===== src/sv/sm3_pkg.sv =====
// Shared types, constants and functions of the SM3 hash engine.
package sm3_pkg;

  typedef logic [7:0][31:0]  cv_t;
  typedef logic [15:0][31:0] blk_t;

  // One classified input item: payload word already masked and, if partial, padded.
  typedef struct packed {
    logic [31:0] word;
    logic [2:0]  nvalid;
    logic        last;
  } item_t;

  typedef struct packed {
    logic start;
    logic reinit;
  } comp_ctl_t;

  localparam logic [31:0] T_LOW   = 32'h79cc4519;
  localparam logic [31:0] T_HIGH  = 32'h7a879d8a;
  localparam logic [31:0] PAD_WORD = 32'h80000000;
  localparam logic [7:0]  PAD_BYTE = 8'h80;
  localparam logic [2:0]  FULL_BYTES = 3'd4;

  localparam cv_t IV = {32'hb0fb0e4e, 32'he38dee4d, 32'h163138aa, 32'ha96f30bc,
                        32'hda8a0600, 32'h172442d7, 32'h4914b2b9, 32'h7380166f};

  function automatic logic [31:0] rol(input logic [31:0] x, input logic [4:0] n);
    logic [63:0] d;
    d = {x, x} << n;
    return d[63:32];
  endfunction

  function automatic logic [31:0] p0(input logic [31:0] x);
    return x ^ rol(x, 5'd9) ^ rol(x, 5'd17);
  endfunction

  function automatic logic [31:0] p1(input logic [31:0] x);
    return x ^ rol(x, 5'd15) ^ rol(x, 5'd23);
  endfunction

endpackage


===== src/sv/sm3_if.sv =====
// Valid/ready channel interfaces for message words and digest words.
interface sm3_in_if;
  logic        valid;
  logic        ready;
  logic [31:0] message_word;
  logic [2:0]  valid_bytes;
  logic        end_of_message;
  modport source (output valid, message_word, valid_bytes, end_of_message, input ready);
  modport sink (input valid, message_word, valid_bytes, end_of_message, output ready);
endinterface

interface sm3_out_if;
  logic        valid;
  logic        ready;
  logic [31:0] digest_word;
  logic [2:0]  word_index;
  logic        last_word;
  modport source (output valid, digest_word, word_index, last_word, input ready);
  modport sink (input valid, digest_word, word_index, last_word, output ready);
endinterface


===== src/sv/sm3_front.sv =====
// Input front end: classifies message words and queues them for the back end.
module sm3_front (
  input  logic               clk,
  input  logic               rst_n,
  sm3_in_if.sink             in_ch,
  output logic               q_valid,
  input  logic               q_ready,
  output sm3_pkg::item_t     q_item
);

  sm3_pkg::item_t item_c;
  sm3_pkg::item_t mem_r [2];
  logic [1:0] cnt_r, cnt_nxt;
  logic       wp_r, rp_r;
  logic [2:0] nv;
  logic       push, pop;

  // A final word keeps only its valid bytes; with fewer than four it receives the 0x80 marker after them.
  always_comb begin
    nv = in_ch.end_of_message ?
         ((in_ch.valid_bytes > sm3_pkg::FULL_BYTES) ? sm3_pkg::FULL_BYTES : in_ch.valid_bytes)
         : sm3_pkg::FULL_BYTES;
    item_c.nvalid = nv;
    item_c.last   = in_ch.end_of_message;
    item_c.word   = in_ch.message_word;
    case (nv)
      3'd0: item_c.word = {sm3_pkg::PAD_BYTE, 24'h0};
      3'd1: item_c.word = {in_ch.message_word[31:24], sm3_pkg::PAD_BYTE, 16'h0};
      3'd2: item_c.word = {in_ch.message_word[31:16], sm3_pkg::PAD_BYTE, 8'h0};
      3'd3: item_c.word = {in_ch.message_word[31:8], sm3_pkg::PAD_BYTE};
      default: item_c.word = in_ch.message_word;
    endcase
  end

  assign in_ch.ready = (cnt_r != 2'd2);
  assign push    = in_ch.valid && in_ch.ready;
  assign q_valid = (cnt_r != 2'd0);
  assign pop     = q_valid && q_ready;
  assign q_item  = mem_r[rp_r];

  always_comb begin
    cnt_nxt = cnt_r;
    if (push && !pop) cnt_nxt = cnt_r + 2'd1;
    else if (pop && !push) cnt_nxt = cnt_r - 2'd1;
  end

  always_ff @(posedge clk) begin
    if (!rst_n) begin
      cnt_r <= 2'd0;
      wp_r  <= 1'b0;
      rp_r  <= 1'b0;
    end else begin
      cnt_r <= cnt_nxt;
      if (push) wp_r <= ~wp_r;
      if (pop) rp_r <= ~rp_r;
    end
  end

  always_ff @(posedge clk) begin
    if (push) mem_r[wp_r] <= item_c;
  end

endmodule


===== src/sv/sm3_comp.sv =====
// SM3 compression unit: one round per cycle with on-the-fly message expansion.
module sm3_comp (
  input  logic                 clk,
  input  logic                 rst_n,
  input  sm3_pkg::comp_ctl_t   ctl,
  input  sm3_pkg::blk_t        blk,
  output logic                 done,
  output sm3_pkg::cv_t         cv
);

  sm3_pkg::cv_t  cv_r, v_r, v_nxt;
  sm3_pkg::blk_t win_r;
  logic [5:0]    j_r;
  logic          run_r, done_r;
  logic [31:0]   a12, ss1, ss2, ff, gg, tt1, tt2, tj, wnew;

  assign cv   = cv_r;
  assign done = done_r;

  always_comb begin
    tj  = (j_r < 6'd16) ? sm3_pkg::T_LOW : sm3_pkg::T_HIGH;
    a12 = sm3_pkg::rol(v_r[0], 5'd12);
    ss1 = sm3_pkg::rol(a12 + v_r[4] + sm3_pkg::rol(tj, j_r[4:0]), 5'd7);
    ss2 = ss1 ^ a12;
    if (j_r < 6'd16) begin
      ff = v_r[0] ^ v_r[1] ^ v_r[2];
      gg = v_r[4] ^ v_r[5] ^ v_r[6];
    end else begin
      ff = (v_r[0] & v_r[1]) | (v_r[0] & v_r[2]) | (v_r[1] & v_r[2]);
      gg = (v_r[4] & v_r[5]) | (~v_r[4] & v_r[6]);
    end
    tt1 = ff + v_r[3] + ss2 + (win_r[0] ^ win_r[4]);
    tt2 = gg + v_r[7] + ss1 + win_r[0];
    v_nxt[0] = tt1;
    v_nxt[1] = v_r[0];
    v_nxt[2] = sm3_pkg::rol(v_r[1], 5'd9);
    v_nxt[3] = v_r[2];
    v_nxt[4] = sm3_pkg::p0(tt2);
    v_nxt[5] = v_r[4];
    v_nxt[6] = sm3_pkg::rol(v_r[5], 5'd19);
    v_nxt[7] = v_r[6];
    wnew = sm3_pkg::p1(win_r[0] ^ win_r[7] ^ sm3_pkg::rol(win_r[13], 5'd15))
           ^ sm3_pkg::rol(win_r[3], 5'd7) ^ win_r[10];
  end

  always_ff @(posedge clk) begin
    if (!rst_n) begin
      run_r  <= 1'b0;
      done_r <= 1'b0;
      j_r    <= 6'd0;
      cv_r   <= sm3_pkg::IV;
    end else begin
      done_r <= 1'b0;
      if (ctl.reinit) cv_r <= sm3_pkg::IV;
      if (ctl.start) begin
        run_r <= 1'b1;
        j_r   <= 6'd0;
        v_r   <= cv_r;
        win_r <= blk;
      end else if (run_r) begin
        v_r   <= v_nxt;
        win_r <= {wnew, win_r[15:1]};
        j_r   <= j_r + 6'd1;
        if (j_r == 6'd63) begin
          run_r  <= 1'b0;
          done_r <= 1'b1;
          cv_r   <= cv_r ^ v_nxt;
        end
      end
    end
  end

endmodule


===== src/sv/sm3_back.sv =====
// Back end: block assembly, padding sequencer and digest output.
module sm3_back (
  input  logic               clk,
  input  logic               rst_n,
  input  logic               q_valid,
  output logic               q_ready,
  input  sm3_pkg::item_t     q_item,
  sm3_out_if.source          out_ch
);

  typedef enum logic [3:0] {
    S_IDLE = 4'b0001,
    S_COMP = 4'b0010,
    S_PAD  = 4'b0100,
    S_OUT  = 4'b1000
  } state_t;

  state_t             state_r;
  sm3_pkg::blk_t      blk_r;
  logic [60:0]        cnt_r;
  logic [3:0]         p_r, wi;
  logic               need80_r, lenok_r, final_r, ret_pad_r, start_r;
  logic [2:0]         k_r;
  logic [63:0]        bitlen;
  logic               comp_done;
  sm3_pkg::comp_ctl_t ctl;
  sm3_pkg::cv_t       cv;

  assign wi      = cnt_r[5:2];
  assign bitlen  = {cnt_r, 3'b000};
  assign q_ready = (state_r == S_IDLE);
  assign ctl.start  = start_r;
  assign ctl.reinit = (state_r == S_OUT) && out_ch.ready && (k_r == 3'd7);

  assign out_ch.valid       = (state_r == S_OUT);
  assign out_ch.digest_word = cv[k_r];
  assign out_ch.word_index  = k_r;
  assign out_ch.last_word   = (k_r == 3'd7);

  sm3_comp u_comp (
    .clk  (clk),
    .rst_n(rst_n),
    .ctl  (ctl),
    .blk  (blk_r),
    .done (comp_done),
    .cv   (cv)
  );

  always_ff @(posedge clk) begin
    if (!rst_n) begin
      state_r   <= S_IDLE;
      cnt_r     <= 61'd0;
      start_r   <= 1'b0;
      k_r       <= 3'd0;
      final_r   <= 1'b0;
      need80_r  <= 1'b0;
      lenok_r   <= 1'b0;
      ret_pad_r <= 1'b0;
      p_r       <= 4'd0;
    end else begin
      start_r <= 1'b0;
      case (state_r)
        S_IDLE: begin
          if (q_valid) begin
            blk_r[wi] <= q_item.word;
            final_r   <= 1'b0;
            if (!q_item.last) begin
              cnt_r <= cnt_r + 61'd4;
              if (wi == 4'd15) begin
                start_r   <= 1'b1;
                ret_pad_r <= 1'b0;
                state_r   <= S_COMP;
              end
            end else begin
              cnt_r    <= cnt_r + {58'd0, q_item.nvalid};
              need80_r <= (q_item.nvalid == sm3_pkg::FULL_BYTES);
              lenok_r  <= (q_item.nvalid == sm3_pkg::FULL_BYTES) ? (wi <= 4'd12)
                                                                : (wi <= 4'd13);
              p_r      <= wi + 4'd1;
              if (wi == 4'd15) begin
                start_r   <= 1'b1;
                ret_pad_r <= 1'b1;
                state_r   <= S_COMP;
              end else begin
                state_r <= S_PAD;
              end
            end
          end
        end
        S_PAD: begin
          if (need80_r) begin
            blk_r[p_r] <= sm3_pkg::PAD_WORD;
            need80_r   <= 1'b0;
            lenok_r    <= (p_r <= 4'd13);
          end else if (lenok_r && p_r == 4'd14) begin
            blk_r[p_r] <= bitlen[63:32];
          end else if (lenok_r && p_r == 4'd15) begin
            blk_r[p_r] <= bitlen[31:0];
            final_r    <= 1'b1;
          end else begin
            blk_r[p_r] <= 32'd0;
          end
          p_r <= p_r + 4'd1;
          if (p_r == 4'd15) begin
            start_r   <= 1'b1;
            ret_pad_r <= 1'b1;
            state_r   <= S_COMP;
          end
        end
        S_COMP: begin
          if (comp_done) begin
            if (final_r) begin
              k_r     <= 3'd0;
              state_r <= S_OUT;
            end else if (ret_pad_r) begin
              lenok_r <= 1'b1;
              state_r <= S_PAD;
            end else begin
              state_r <= S_IDLE;
            end
          end
        end
        S_OUT: begin
          if (out_ch.ready) begin
            k_r <= k_r + 3'd1;
            if (k_r == 3'd7) begin
              cnt_r   <= 61'd0;
              final_r <= 1'b0;
              state_r <= S_IDLE;
            end
          end
        end
        default: state_r <= S_IDLE;
      endcase
    end
  end

endmodule


===== src/sv/sm3_hash_engine.sv =====
// Top level of the streaming SM3 hash engine.
// A message word is taken from a two-entry queue while the back end is idle; each sixteenth
// word starts a 64-round compression, one round per cycle, and no word is taken until
// it ends. The final word adds padding words and one or two compressions, then
// eight digest words leave one per cycle while the sink is ready.
// Synchronous active-low reset loads the initial chaining value and clears the count.
module sm3_hash_engine (
  input  logic      clk,
  input  logic      rst_n,
  sm3_in_if.sink    in_ch,
  sm3_out_if.source out_ch
);

  logic           q_valid, q_ready;
  sm3_pkg::item_t q_item;

  sm3_front u_front (
    .clk    (clk),
    .rst_n  (rst_n),
    .in_ch  (in_ch),
    .q_valid(q_valid),
    .q_ready(q_ready),
    .q_item (q_item)
  );

  sm3_back u_back (
    .clk    (clk),
    .rst_n  (rst_n),
    .q_valid(q_valid),
    .q_ready(q_ready),
    .q_item (q_item),
    .out_ch (out_ch)
  );

endmodule

===== src/flat_wrapper.sv =====
// flat-port wrapper written by rule: the top's interface ports become plain ports
module sm3_hash_engine_flat 
  (clk, rst_n, in_ch_valid, in_ch_message_word, in_ch_valid_bytes, in_ch_end_of_message, in_ch_ready, out_ch_valid, out_ch_digest_word, out_ch_word_index, out_ch_last_word, out_ch_ready);
  sm3_in_if in_ch_i ();
  sm3_out_if out_ch_i ();
  input  logic clk;
  input  logic rst_n;
  input wire logic [$bits(in_ch_i.valid)-1:0] in_ch_valid;
  input wire logic [$bits(in_ch_i.message_word)-1:0] in_ch_message_word;
  input wire logic [$bits(in_ch_i.valid_bytes)-1:0] in_ch_valid_bytes;
  input wire logic [$bits(in_ch_i.end_of_message)-1:0] in_ch_end_of_message;
  output wire logic [$bits(in_ch_i.ready)-1:0] in_ch_ready;
  output wire logic [$bits(out_ch_i.valid)-1:0] out_ch_valid;
  output wire logic [$bits(out_ch_i.digest_word)-1:0] out_ch_digest_word;
  output wire logic [$bits(out_ch_i.word_index)-1:0] out_ch_word_index;
  output wire logic [$bits(out_ch_i.last_word)-1:0] out_ch_last_word;
  input wire logic [$bits(out_ch_i.ready)-1:0] out_ch_ready;
  assign in_ch_i.valid = in_ch_valid;
  assign in_ch_i.message_word = in_ch_message_word;
  assign in_ch_i.valid_bytes = in_ch_valid_bytes;
  assign in_ch_i.end_of_message = in_ch_end_of_message;
  assign in_ch_ready = in_ch_i.ready;
  assign out_ch_valid = out_ch_i.valid;
  assign out_ch_digest_word = out_ch_i.digest_word;
  assign out_ch_word_index = out_ch_i.word_index;
  assign out_ch_last_word = out_ch_i.last_word;
  assign out_ch_i.ready = out_ch_ready;
  sm3_hash_engine u_core (.clk(clk), .rst_n(rst_n), .in_ch(in_ch_i), .out_ch(out_ch_i));
endmodule

===== config.mk =====
export PLATFORM = sky130hd
export DESIGN_NAME = sm3_hash_engine_flat
export DESIGN_NICKNAME = d
export VERILOG_FILES = /design/src/sv/sm3_pkg.sv /design/src/sv/sm3_if.sv /design/src/sv/sm3_front.sv /design/src/sv/sm3_comp.sv /design/src/sv/sm3_back.sv /design/src/sv/sm3_hash_engine.sv /design/src/flat_wrapper.sv
export SDC_FILE = /design/constraint.sdc
export NUM_CORES = 2
export LEC_CHECK = 0
export BUFFER_PORTS_ARGS = -buffer_cell sky130_fd_sc_hd__buf_2
export CAP_MARGIN = 30
export CELL_PAD_IN_SITES_DETAIL_PLACEMENT = 0
export CELL_PAD_IN_SITES_GLOBAL_PLACEMENT = 1
export CORE_MARGIN = 5
export CORE_UTILIZATION = 56
export CTS_CLUSTER_SIZE = 24
export DETAILED_ROUTE_END_ITERATION = 8
export PLACE_DENSITY = 0.87
export SYNTH_ARGS = -nofsm -noshare
export SYNTH_HDL_FRONTEND = slang
export SYNTH_SLANG_ARGS = --single-unit

===== constraint.sdc =====
create_clock -name clk -period 72.1 [get_ports clk]
set_clock_uncertainty 0.05 [all_clocks]
set_input_delay 3.605 -clock clk [delete_from_list [all_inputs] [get_ports clk]]
set_output_delay 3.605 -clock clk [all_outputs]
set_load 0.01 [all_outputs]

==> metrics.md <==
| Metric | Value |
|---|---|
| Status | completed |
| CP max-delay cell | buf_4 |
| Post-CTS setup buffer count | 0 |
| Hold wc startpoint | u_core.u_back.u_comp.cv[149] |
| Hold path endpoint | u_core.u_back.u_comp.cv[149] |
| Initial antenna violation count | 22 |
| Global-route wire length before repair | 428 mm |
| Family with the most delay on the worst path | compound AO/OA/AOI/OAI gates |
| CTS buffer count | 176 |
| Syn_area_per_cell | 11.4 um2 |
| Largest net degree at the start of global routing | 162 |
| Clk root buf | clkbuf_16 |
| Chip Width | 408 um |
| CP bufs+invs | 7 |
| Area added between synthesis and finish | 9.93% |
| Hold buffers post-CTS | 0 |
| Clk Latency, worst-skew pair | 840 ps |
| Synth warnings | 0 |
| Relative slew slack | 0.280 |
| Site row count | 146 |
| Starting DRC count in detailed routing | 8650 |
| Worst setup EP type | register |
| Setup crit start kind | register |
| Worst hold path class | register to register |
| Minimum clock period | 12040 ps |
| Drt drc | 0 |
| Detailed Routing Iterations Pass 1 | 8 |
| Highest fanout seen on the critical path | 63 |
| Synth area leader | edfxtp_1 |
| H-Tree Level Count | 4 |
| Ys flop type | edfxtp_1 |
| Mapped cell area | 0.0889 mm2 |
| Via density per instance | 6.50 |
| CTS tree | built |
| Slew Limit Fails | 0 |
| Post-route antenna net violation count | 0 |
| Routed len/inst | 29.8 um |
| RR Endpoint | u_core.u_back.u_comp.cv[25] |
| Top cell type's share of synthesized area | 0.457 |
| Num ports | 78 |
| Final Hold Viols | 0 |
| Total Routing Usage GR | 0.347 |
| Worst EP arrival | 12630 ps |
| Max Cap Violations | 0 |
| Routed wire length | 297 mm |
| Number of flops mapped to enable cells by yosys | 1352 |
| GPL Wtd Cong | 1.00 |
| R2R Setup Slk | 60060 ps |
| DP HPWL | 208 mm |
| Gate Count Post-Synth | 7785 |
| Clk sinks | 1698 |
| DIE HEIGHT | 408 um |
| Crit-path max cell delay | 690 ps |
| Unrepaired setup endpoints after global routing | no |
| Leading cell types by count after synthesis | edfxtp_1 (1352), nand2_1 (939), o21ai_0 (871) |
| CP most frequent cell | fa_1 |
| Kind of critical path | register to register |
| Setup_tns | 0 ps |
| Number of cells on the worst reg-to-reg path | 40 |
| Total grt overflow | 0 |
| Synth Register Bits | 1698 |
| CP required | 72700 ps |
| Count of cell types in the netlist | 92 |
| CTS resizes | 0 |
| Worst R2R Start | u_core.u_back.u_comp.j_r[4] |
| Worst-Margin Slew | 1080 ps |
| Syn Nets | 8124 |
| Register area share after synthesis | 0.535 |
| PortBufs | 77 |
| Vias in the first global route | 61400 |
| Core Box Area | 0.158 mm2 |
| Share of cells above drive strength 1 | 0.169 |
| Synth top area cells | edfxtp_1 (46%), mux2_2 (8.6%), dfxtp_1 (7.8%) |
| WHS Path Cells | 1 |
| Final setup fails | 0 |
| Vias post-DR | 64600 |
| Synth async-reset ratio | 0 |
| Area of the die | 0.167 mm2 |
| Multi-input logic area | 0.0388 mm2 |
| Initial core utilization | 0.562 |
| F_max | 83.1 MHz |
| Clock Path Buffers | 3 |
| Storage cell area | 0.0475 mm2 |
| Final period utilization | 0.167 |
| Fillers | 12300 |
| Post-layout nets | 8059 |
| Most frequent cell after synthesis | edfxtp_1 |
| Clk slew on worst S/H paths | 60 ps |
cell usage in the layout (no fill, tap or decap), types with 16 or more instances in the layout:
cell,netlist,routed
a211oi_1,23,23
o22ai_1,34,34
clkbuf_16,0,177
xor2_1,227,227
clkbuf_1,423,34
o211ai_1,23,23
a21o_1,47,47
a21boi_0,18,18
a21oi_1,355,353
nand2_1,939,937
mux2i_2,0,20
o32ai_1,16,16
nor2_1,391,358
buf_2,7,76
nand3_1,218,205
o221ai_1,33,33
clkinv_2,0,29
o21ai_0,871,871
inv_1,319,316
and3_1,24,24
edfxtp_1,1352,1352
ha_1,110,110
mux4_2,64,64
nor2_4,0,19
xnor2_1,347,347
mux2_2,676,676
nand4_1,18,18
fa_1,189,189
a22oi_1,57,57
buf_4,2,131
o21a_1,59,59
clkinv_1,3,42
nor2b_1,37,37
nor3_1,107,105
and2_1,24,24
dfxtp_1,346,340
o21ai_1,26,23
or3_1,52,52
mux2i_1,106,80
nand2b_1,29,28
routing by layer:
metal / vias to the layer above / wire [um] / GRT usage
met3: 622 / 31400 / 0.0771
li1: 27900 / - / -
met4: 14 / 15300 / 0.149
met5: - / 93 / 0
met1: 32500 / 117000 / 0.479
met2: 3676 / 133000 / 0.533
through the flow:
| step | worst slack, ps | hold slack, ps | std cells | area [um2] | utilization |
|---|---|---|---|---|---|
| 2_1_floorplan | 34140 | 387 | 7785 | 88900 | - |
| 3_3_place_gp | 59950 | 406 | 9591 | 91600 | 0.579 |
| 3_5_place_dp | 59930 | 421 | 9609 | 91900 | 0.581 |
| 4_1_cts | 59790 | 429 | 9934 | 97600 | 0.618 |
| 5_1_grt | 59460 | 449 | 9939 | 97700 | 0.618 |
| 6_report | 60060 | 434 | 9940 | 97700 | 0.618 |
state kept, by name, indices dropped and copies added, names as in the netlist, 6 cells and up, named ones only:
name,flops
u_core.u_back.blk_r,512
u_core.u_back.cnt_r,61
u_core.u_back.u_comp.a12,32
u_core.u_back.u_comp.cv,256
u_core.u_back.u_comp.j_r,6
u_core.u_back.u_comp.v_nxt,160
u_core.u_back.u_comp.v_r,64
u_core.u_back.u_comp.win_r,512
u_core.u_front.mem_r,72
worst max-delay path by stage:
stage | end | cells past startpoint | from
finish | u_core.u_back.u_comp.cv[25] | 40 | u_core.u_back.u_comp.j_r[4]
global route | u_core.u_back.u_comp.cv[23] | 40 | u_core.u_back.u_comp.j_r[4]
CTS | u_core.u_back.u_comp.cv[25] | 39 | u_core.u_back.u_comp.j_r[4]
detailed placement | u_core.u_back.u_comp.cv[25] | 39 | u_core.u_back.u_comp.j_r[4]
global placement | u_core.u_back.u_comp.cv[153] | 39 | u_core.u_back.u_comp.j_r[4]
floorplan | u_core.u_back.u_comp.a12[0] | 4 | rst_n
cells by family after synthesis:
family / count (synthesis) / synth area share
XOR/XNOR: 586 / 0.0597
AND/OR/NAND/NOR: 1887 / 0.0919
multiplexers: 846 / 0.114
adder cells (fa/ha/maj): 300 / 0.0582
buffers and inverters: 792 / 0.0337
flip-flops: 1698 / 0.535
AO/OA/AOI/OAI: 1676 / 0.108
worst register-to-register path, delay by kind of cell (launching register included):
family / cells / cell delay (ps)
flip-flops: 1 / 350
AND/OR/NAND/NOR: 7 / 1230
AO/OA/AOI/OAI: 15 / 4010
XOR/XNOR: 3 / 930
buffers and inverters: 7 / 2100
multiplexers: 1 / 300
adder cells (fa/ha/maj): 7 / 2930
layout make-up:
type | count | area share
antenna | 1 | 0.0000256
clock buffer | 225 | 0.0486
tap | 2072 | 0.0265
inverter | 323 | 0.0125
multi-input combinational | 5295 | 0.398
clock inverter | 100 | 0.0104
timing repair buffer | 226 | 0.0178
sequential | 1698 | 0.487
Power is not shown: default switching activity piles up to over one toggle a cycle in this logic, so the estimate is an artifact.
